File: config.mk
export PLATFORM = sky130hd
export DESIGN_NAME = cau_front_flat
export DESIGN_NICKNAME = d
export VERILOG_FILES = /design/src/design/cau_pkg.sv /design/src/design/cau_if.sv /design/src/design/cau_front.sv /design/src/flat_wrapper.sv
export SDC_FILE = /design/constraint.sdc
export NUM_CORES = 1
export LEC_CHECK = 0
export BUFFER_PORTS_ARGS = -buffer_cell sky130_fd_sc_hd__buf_2
export CAP_MARGIN = 5
export CORE_AREA = 2 2 104 106
export DETAILED_ROUTE_END_ITERATION = 10
export DIE_AREA = 0 0 106 108
export GPL_ROUTABILITY_DRIVEN = 0
export GPL_TIMING_DRIVEN = 0
export MAX_ROUTING_LAYER = met4
export PLACE_DENSITY = 0.52
export SETUP_SLACK_MARGIN = 0.02
export SYNTH_ARGS = -nofsm -noshare
export SYNTH_HDL_FRONTEND = slang
export SYNTH_SLANG_ARGS = --single-unit
export TNS_END_PERCENT = 1
File: constraint.sdc
create_clock -name vclk -period 1.7
set_input_delay 0.17 -clock vclk [all_inputs]
set_output_delay 0.17 -clock vclk [all_outputs]
set_load 0.01 [all_outputs]
File: src/design/cau_pkg.sv
// Package for the complex arithmetic unit: word sizes, opcodes, status codes
// and the item record that travels from the front end through the queue.
// No dependencies.
package cau_pkg;

  localparam int WORD_BITS   = 32;
  localparam int FRAC_BITS   = 16;
  localparam int DBL_BITS    = 2 * WORD_BITS;
  localparam int SUM_BITS    = DBL_BITS + 1;
  localparam int NUM_BITS    = SUM_BITS + FRAC_BITS;
  localparam int QUEUE_DEPTH = 4;
  localparam int QPTR_BITS   = $clog2(QUEUE_DEPTH);

  typedef logic signed [WORD_BITS-1:0] word_t;

  typedef enum logic [2:0] {
    OP_ADD  = 3'd0,
    OP_SUB  = 3'd1,
    OP_MUL  = 3'd2,
    OP_DIV  = 3'd3,
    OP_CONJ = 3'd4,
    OP_NEG  = 3'd5,
    OP_ABS2 = 3'd6,
    OP_ABS  = 3'd7
  } op_e;

  typedef enum logic [1:0] {
    ST_OK       = 2'd0,
    ST_DIV_ZERO = 2'd1,
    ST_SAT      = 2'd2
  } status_e;

  // How the back end treats an item in its shared iteration stages.
  typedef enum logic [1:0] {
    MODE_PASS = 2'd0,
    MODE_DIV  = 2'd1,
    MODE_SQRT = 2'd2
  } mode_e;

  typedef struct packed {
    op_e   op;
    mode_e mode;
    logic  dz;
    word_t a_re;
    word_t a_im;
    word_t b_re;
    word_t b_im;
  } item_t;

  typedef struct packed {
    logic  vld;
    item_t item;
  } item_chan_t;

endpackage

File: src/design/cau_if.sv
// Valid/ready channel interfaces for the complex arithmetic unit.
// Depends on cau_pkg.
interface cau_in_if import cau_pkg::*; ();
  logic              valid;
  logic              ready;
  logic [2:0]        opcode;
  word_t             a_re;
  word_t             a_im;
  word_t             b_re;
  word_t             b_im;

  modport source (output valid, opcode, a_re, a_im, b_re, b_im, input ready);
  modport sink   (input valid, opcode, a_re, a_im, b_re, b_im, output ready);
endinterface


File: src/design/cau_front.sv
// Front end: takes input transfers, decodes the opcode and flags a zero
// divisor, then hands the item to the queue. Depends on cau_pkg and cau_if.
module cau_front import cau_pkg::*; (
  cau_in_if.sink     in_ch,
  input  logic       enq_ready_i,
  output item_chan_t enq_o
);

  op_e op;

  assign op = op_e'(in_ch.opcode);
  assign in_ch.ready = enq_ready_i;

  always_comb begin
    enq_o.vld       = in_ch.valid;
    enq_o.item.op   = op;
    enq_o.item.a_re = in_ch.a_re;
    enq_o.item.a_im = in_ch.a_im;
    enq_o.item.b_re = in_ch.b_re;
    enq_o.item.b_im = in_ch.b_im;
    enq_o.item.dz   = (op == OP_DIV) && (in_ch.b_re == '0) && (in_ch.b_im == '0);
    unique case (op)
      OP_DIV:  enq_o.item.mode = MODE_DIV;
      OP_ABS:  enq_o.item.mode = MODE_SQRT;
      default: enq_o.item.mode = MODE_PASS;
    endcase
  end

endmodule

File: src/flat_wrapper.sv
// flat-port wrapper written by rule: the top's interface ports become plain ports
module cau_front_flat import cau_pkg::*;
  (enq_ready_i, enq_o, in_ch_valid, in_ch_opcode, in_ch_a_re, in_ch_a_im, in_ch_b_re, in_ch_b_im, in_ch_ready);
  cau_in_if in_ch_i ();
  input  logic enq_ready_i;
  output item_chan_t enq_o;
  input wire logic [$bits(in_ch_i.valid)-1:0] in_ch_valid;
  input wire logic [$bits(in_ch_i.opcode)-1:0] in_ch_opcode;
  input wire logic [$bits(in_ch_i.a_re)-1:0] in_ch_a_re;
  input wire logic [$bits(in_ch_i.a_im)-1:0] in_ch_a_im;
  input wire logic [$bits(in_ch_i.b_re)-1:0] in_ch_b_re;
  input wire logic [$bits(in_ch_i.b_im)-1:0] in_ch_b_im;
  output wire logic [$bits(in_ch_i.ready)-1:0] in_ch_ready;
  assign in_ch_i.valid = in_ch_valid;
  assign in_ch_i.opcode = in_ch_opcode;
  assign in_ch_i.a_re = in_ch_a_re;
  assign in_ch_i.a_im = in_ch_a_im;
  assign in_ch_i.b_re = in_ch_b_re;
  assign in_ch_i.b_im = in_ch_b_im;
  assign in_ch_ready = in_ch_i.ready;
  cau_front u_core (.in_ch(in_ch_i), .enq_ready_i(enq_ready_i), .enq_o(enq_o));
endmodule
==> flow_summary.ini <==
[run_status]
outcome = finished, final reports clean

[synth]
synthCells = 158
syn_nets = 291
seq_area_frac_synth_pct = 0
avgSynthCellArea_sq_um = 7.32
synth_cell_types = 9
synth.top_cell.area_share_pct = 86.4
synth_area_leaders = buf_4 86%, nor4_1 8.7%, nand4_1 1.1%, nor4_2 1.1%, nand3_1 0.87%
yosysMostFrequentCell = buf_4
syn_area_sq_mm = 0.00116
yosysWarnings = 0
synth.top_cells.by_count = 133 x buf_4, 16 x nor4_1, 2 x nand3_1, 2 x nand4_1
synth_top_cell_by_area = buf_4

[timing]
fmax_mhz = 645
hold_viol = 0
fin_setup_tns_ns = 0
finalSetupViolCount = 0
grt_setup_unrepaired = false
relSlewSlack_pct = 68.8
max_slew.worst_pin.slew_ns = 0.463
layout_min_cycle_time_ns = 1.55
setup_ws_ns = 0.149
min_period_over_period_pct = 91.2
slew_violations = 0

[power_and_ir_drop]
p_int_mw = 0.358
clock_power_share_pct = 0
leakage_nw = 1.47
p_sw_mw = 0.231
max-vdd-ir-drop_mv = 0.0960
total_power_mw = 0.589
swShare_pct = 39.2
powerDensity_mw_per_mm2 = 248
power_frac_seq_pct = 0
p_comb_share_pct = 100.0

[detailed_routing]
drcViolationCount = 0
dr.first_iter.drc_count = 22
vias_per_cell = 3.24
finalWirelength_um = 4650
firstDrtPassIters = 2
wl_per_cell_um = 9.35
antenna_left = 0
vias = 1608

[clock_tree]
postCtsSetupRepairBufs = 0

[floorplanning]
start_util_pct = 11.3
io_pins = 269
fp.dieArea_sq_mm = 0.0114
core_sq_mm = 0.0102
fp.dieW_um = 106
die_h_um = 108
rows = 37

[placement]
dpl_worst_slack_ns = -0.215
port-buffer-count = 203
dp_hpwl_um = 4540

[worst_setup_path]
worstPathArrival_ns = 1.38
cp.required_ns = 1.53
critPathLaunch = in_ch_b_re[11]
start_kind = input port
crit_type = input port to output port
cp_max_fo = 2
end_kind = output port

[min_path]
hp-class = input port to output port
hp-start = in_ch_a_im[22]

[finish]
drive_above_1_share_pct = 94.5
area_growth_syn_to_layout_pct = 106
area.sequential_sq_um = 0
n_antenna_cell = 0
seq_cells = 0
nets = 496
nClkBuffers = 0

[grt]
grt_pass1_vias = 1371
grt-ovfl-total = 0
antenna_found_initial = 0
grt_max_degree = 4
grt_use_total_pct = 6.44
grt_pass1_wl_um = 5880

[job]
drv_cap = 0
metal layers:
metal / GRT usage [%] / wire length, um
met5: - / 0
met3: 0.542 / 641
met4: 0 / 0
met1: 5.52 / 1250
met2: 15.3 / 2750
repair_timing:
item	in CTS	in global routing
endpoints found under the setup margin	1	0
hold buffers	0	0
gates resized for setup	5	0
critical path, stage by stage:
cell	delay, ns
buf_2	0.12
nor4_4	0.30
and4_1	0.28
nand3_1	0.10
nor4_2	0.25
buf_2	0.16
layout by cell type, fill, tap and decap left out:
cell     count
and3_1       1
and4_1       1
buf_2      203
buf_4      133
nand2_1      1
nand3_1      2
nand4_1      2
nor2_1       1
nor4_1      12
nor4_2       4
nor4_4       1
final timing paths:
| check | end | slack (ns) | depth (start not counted) |
|---|---|---|---|
| max | enq_o[128] | 0.15 | 6 |
| min | enq_o[86] | 0.52 | 2 |
cell type report:
class,instances,area [sq um]
Fill cell,1145,7860
Timing Repair Buffer,203,1020
Multi-Input combinational cell,25,191
Buffer,133,998
Tap cell,136,170
power groups by stage:
stage / clock, mW / sequential [mW] / combinational [mW]
2_1_floorplan: 0 / 0 / 0.332
3_3_place_gp: 0 / 0 / 0.587
3_5_place_dp: 0 / 0 / 0.591
4_1_cts: 0 / 0 / 0.599
5_1_grt: 0 / 0 / 0.637
6_report: 0 / 0 / 0.589
metrics by stage:
step	hold slack (ns)	std cells	utilization, %	cell area [sq um]
floorplan	0.395	158	-	1160
global placement	0.525	497	22.9	2340
finish	0.523	497	23.2	2380
detailed placement	0.524	497	22.9	2340
CTS	0.524	497	23.2	2380
global route	0.526	497	23.2	2380
logic make-up after synthesis:
| logic type | after synthesis | share of synthesized area (%) |
|---|---|---|
| buffers and inverters | 133 | 86.4 |
| and+or+nand+nor | 25 | 13.6 |
Power figures use the tool's default switching activity.
