--- src/design/cau_pkg.sv ---
// Package for the complex arithmetic unit: word sizes, opcodes, status codes
// and the item record that travels from the front end through the queue.
// No dependencies.
package cau_pkg;

  localparam int WORD_BITS   = 32;
  localparam int FRAC_BITS   = 16;
  localparam int DBL_BITS    = 2 * WORD_BITS;
  localparam int SUM_BITS    = DBL_BITS + 1;
  localparam int NUM_BITS    = SUM_BITS + FRAC_BITS;
  localparam int QUEUE_DEPTH = 4;
  localparam int QPTR_BITS   = $clog2(QUEUE_DEPTH);

  typedef logic signed [WORD_BITS-1:0] word_t;

  typedef enum logic [2:0] {
    OP_ADD  = 3'd0,
    OP_SUB  = 3'd1,
    OP_MUL  = 3'd2,
    OP_DIV  = 3'd3,
    OP_CONJ = 3'd4,
    OP_NEG  = 3'd5,
    OP_ABS2 = 3'd6,
    OP_ABS  = 3'd7
  } op_e;

  typedef enum logic [1:0] {
    ST_OK       = 2'd0,
    ST_DIV_ZERO = 2'd1,
    ST_SAT      = 2'd2
  } status_e;

  // How the back end treats an item in its shared iteration stages.
  typedef enum logic [1:0] {
    MODE_PASS = 2'd0,
    MODE_DIV  = 2'd1,
    MODE_SQRT = 2'd2
  } mode_e;

  typedef struct packed {
    op_e   op;
    mode_e mode;
    logic  dz;
    word_t a_re;
    word_t a_im;
    word_t b_re;
    word_t b_im;
  } item_t;

  typedef struct packed {
    logic  vld;
    item_t item;
  } item_chan_t;

endpackage

--- src/design/cau_queue.sv ---
// Short first-in first-out queue between the front and back ends.
// Depends on cau_pkg.
module cau_queue import cau_pkg::*; (
  input  logic       clk_i,
  input  logic       rst_ni,
  input  item_chan_t enq_i,
  output logic       enq_ready_o,
  output item_chan_t deq_o,
  input  logic       pop_i
);

  item_t                entry_q [QUEUE_DEPTH];
  logic [QPTR_BITS-1:0] wr_ptr_q, rd_ptr_q;
  logic [QPTR_BITS:0]   cnt_q, cnt_d;
  logic                 push;

  assign enq_ready_o = (cnt_q != (QPTR_BITS+1)'(QUEUE_DEPTH));
  assign push        = enq_i.vld && enq_ready_o;
  assign deq_o.vld   = (cnt_q != '0);
  assign deq_o.item  = entry_q[rd_ptr_q];

  always_comb begin
    cnt_d = cnt_q;
    if (push && !pop_i) begin
      cnt_d = cnt_q + 1'b1;
    end else if (pop_i && !push) begin
      cnt_d = cnt_q - 1'b1;
    end
  end

  always_ff @(posedge clk_i or negedge rst_ni) begin
    if (!rst_ni) begin
      wr_ptr_q <= '0;
      rd_ptr_q <= '0;
      cnt_q    <= '0;
    end else begin
      cnt_q <= cnt_d;
      if (push) begin
        wr_ptr_q <= wr_ptr_q + 1'b1;
      end
      if (pop_i) begin
        rd_ptr_q <= rd_ptr_q + 1'b1;
      end
    end
  end

  always_ff @(posedge clk_i) begin
    if (push) begin
      entry_q[wr_ptr_q] <= enq_i.item;
    end
  end

endmodule

--- config.mk ---
export PLATFORM = sky130hd
export DESIGN_NAME = cau_queue
export DESIGN_NICKNAME = d
export VERILOG_FILES = /design/src/design/cau_pkg.sv /design/src/design/cau_queue.sv
export SDC_FILE = /design/constraint.sdc
export NUM_CORES = 1
export LEC_CHECK = 0
export ABC_AREA = 1
export CELL_PAD_IN_SITES_DETAIL_PLACEMENT = 1
export CELL_PAD_IN_SITES_GLOBAL_PLACEMENT = 1
export CORE_UTILIZATION = 52
export CTS_CLUSTER_SIZE = 24
export DETAILED_ROUTE_END_ITERATION = 7
export DONT_BUFFER_PORTS = 1
export HOLD_SLACK_MARGIN = 0.05
export PLACE_DENSITY = 0.89
export SKIP_LAST_GASP = 1
export SLEW_MARGIN = 20
export SYNTH_ARGS = -nofsm -noshare
export SYNTH_HDL_FRONTEND = slang
export SYNTH_SLANG_ARGS = --single-unit
--- constraint.sdc ---
create_clock -name clk_i -period 8.07 [get_ports clk_i]
set_input_delay 0.4035 -clock clk_i [delete_from_list [all_inputs] [get_ports clk_i]]
set_output_delay 0.4035 -clock clk_i [all_outputs]
set_load 0.1 [all_outputs]
==> metrics.md <==
| Metric | Value |
|---|---|
| H-tree levels | `2` |
| Slew HR | `0.255` |
| FF+latch count, synth | `approximately 540` |
| Post-Syn Instances | `around 1.6k` |
| CTS Sinks | `roughly 540` |
| Commonest non-fill, non-tap cells in the layout | `536 x edfxtp_1, 413 x nand2_1, 282 x inv_1, 268 x o211ai_1, 137 x dlygate4sd3_1` |
| Final Cell Area | `~0.025 mm2` |
| Worst Setup End Kind | `output port` |
| Placed Cells | `2071` |
| RSZ-0062 raised after global routing | `false` |
| Via-to-Cell Ratio | `approximately 5.7` |
| Share of post-route cells with drive strength above 1 | `0.0547` |
| Area after DPL | `0.0219 mm2` |
| Die ar. | `approximately 0.043 mm2` |
| Commonest non-fill, non-tap cell in the layout | `edfxtp_1` |
| Final Max Slew Viols | `0` |
| Count of final setup violators | `0` |
| Yosys cell types | `19` |
| Die span in y | `approximately 210 um` |
| Initial Utilization | `0.531` |
| Final count of hold timing violations | `0` |
| Gr usage total | `0.261` |
| IO Pins | `roughly 270` |
| IO buf count | `0` |
| CP Launch Type | `flip-flop` |
| Fmax | `about 240 MHz` |
| Worst-path clk slew | `approximately 0.06 ns` |
| Dpl hpwl | `29800 um` |
| Cell depth of the worst flop-to-flop path | `5` |
| R2R Path End | `entry_q[3][63]` |
| CP max-delay cell | `buf_4` |
| Crit path DAT | `roughly 3.8 ns` |
| Syn. warnings | `0` |
| Met1 wire length | `~21000 um` |
| Final nets | `about 1.9k` |
| Area of the multi-input gates | `between 0.003 and 0.004 mm2` |
| DR pass1 iterations | `5` |
| Fin Setup TNS | `0 ns` |
| Global-route wire length before repair | `84800 um` |
| Core Region | `0.0412 mm2` |
| Slowest Stage Delay on Critical Path | `slightly above 0.8 ns` |
| Crit share post-route | `0.516` |
| Drt first-iter violations | `approximately 1000` |
| Total Wirelength | `roughly 56000 um` |
| DR DRC count | `0` |
| Core Rows | `74` |
| CTS tree | `yes` |
| FF/Latch Area | `between 0.015 and 0.02 mm2` |
| Highest Signal Layer | `met4` |
| Min-Delay Path Class | `in2async` |
| FF-to-FF setup slack | `roughly 4.3 ns` |
| Synth Cell Area | `~0.022 mm2` |
| Synth Net Count | `1760` |
| Max Cap Viol | `0` |
| Delay-heaviest family, CP | `buffers and inverters` |
| Area grow syn2layout | `14.7%` |
| Met3 wire len | `slightly below 4000 um` |
| WP buf/inv | `2` |
| Critical path peak fanout | `71` |
| Clk root buf | `clkbuf_16` |
| Via count | `between 10k and 15k` |
| Tmin final | `4.17 ns` |
| Vias in the first global route | `approximately 14k` |
| Post-Route Skew | `~0.026 ns` |
| Syn Area/Cell | `between 10 and 15 um2` |
| Run status | `finished, final reports clean` |
| Slew at the pin with the worst max-slew slack | `approximately 1.1 ns` |
| Initial antenna violation count | `6` |
| CP cell instances | `inv_4 > buf_4 > o211ai_1 > nand2_1` |
| WS Path Type | `reg2out` |
| Post-DR wirelength/cell | `around 24 um` |
| Largest net degree at the start of global routing | `~250` |
| Clock Path Buffers | `3` |
| Reg2Reg Launch Point | `cnt_q[0]` |
| Clk_lat worst skew | `about 0.6 ns` |
| Global route total overflow | `0` |
| Routed wire length on met2 | `about 30000 um` |
| Count of non-filler cells in the finished layout | `2310` |
| CTS buffer count | `54` |
| Routed Antenna Nets | `0` |
| CP required | `7.67 ns` |
| Fill cells | `just under 4k` |
| Seq/Total Area, Yosys | `0.744` |
| Placer Congestion | `about 0.75` |
| Die width | `about 210 um` |
## flip-flops by register name (all words and copies together) (netlist names)
name and flops:
cnt_q 3, entry_q 536, rd_ptr_q 2, wr_ptr_q 2
## cells in the mapped netlist, drive strengths merged
library cell / instances / area (um2)
fa: 1 / 20.0
dfrtp: 7 / 175
edfxtp: 536 / 16100
nand4: 1 / 6.26
inv: 283 / 1060
ha: 5 / 62.6
xnor2: 1 / 8.76
nand2: 413 / 1550
o211ai: 268 / 2010
clkbuf: 6 / 42.5
xor2: 2 / 17.5
buf: 83 / 782
nand3: 5 / 25.0
o21ai: 1 / 5.00
nor2: 4 / 15.0
## worst reg2reg max path, stage by stage, from the launching register on
cell	delay, ns
dfrtp_1	0.41
inv_1	0.07
nand3_1	0.83
nand2_1	0.58
nor2_4	0.61
buf_4	0.81
## per-layer routing
layer / global-route usage / vias up
met2: 0.474 / 483
met4: 0.0893 / 0
met5: 0 / -
met3: 0.0647 / 109
met1: 0.300 / 6603
li1: - / 5864
## worst max-delay path by stage
stage / start / end / slack (ns) / cells past startpoint
global placement: cnt_q[0] / entry_q[1][88] / 4.35 / 5
floorplan: cnt_q[0] / entry_q[0][0] / 0.20 / 4
CTS: rd_ptr_q[1] / deq_o[101] / 3.87 / 4
detailed placement: cnt_q[0] / entry_q[1][63] / 4.27 / 5
global route: rd_ptr_q[1] / deq_o[85] / 3.77 / 4
finish: rd_ptr_q[1] / deq_o[98] / 3.90 / 4
## final cells by class
cell class	instances	share of cell area
clock buffers	65	0.0563
clock inverters	31	0.0166
inverters	283	0.0424
well taps	532	0.0265
repair buffers	149	0.0597
flip-flops and latches	543	0.648
diodes	6	0.000598
multi-input cells	701	0.149
## kinds of logic (layout without fill, tap and decap cells)
| kind of cell | after synthesis | in the layout | synth area share |
|---|---|---|---|
| xor+xnor | 3 | 3 | 0.00120 |
| flops | 543 | 543 | 0.744 |
| simple gates | 423 | 423 | 0.0730 |
| fa+ha+maj | 6 | 6 | 0.00377 |
| other cells | 0 | 6 | 0 |
| compound gates | 269 | 269 | 0.0922 |
| buf+inv | 372 | 528 | 0.0863 |
## repair_timing
| item | in CTS | in global routing |
|---|---|---|
| buffers inserted | 0 | 0 |
| hold buffers | 137 | 0 |
| resized for setup | 0 | 0 |
| endpoints found under the hold margin | 547 | 0 |
## stage by stage
step / utilization / setup slack [ns] / hold WS (ns)
floorplan: - / 0.200 / 0.108
global placement: 0.531 / 4.35 / 0.108
detailed placement: 0.531 / 4.27 / 0.108
CTS: 0.609 / 3.87 / 0.137
global route: 0.609 / 3.77 / 0.174
finish: 0.609 / 3.90 / 0.164
Power is not shown: default switching activity piles up to over one toggle a cycle in this logic, so the estimate is an artifact.
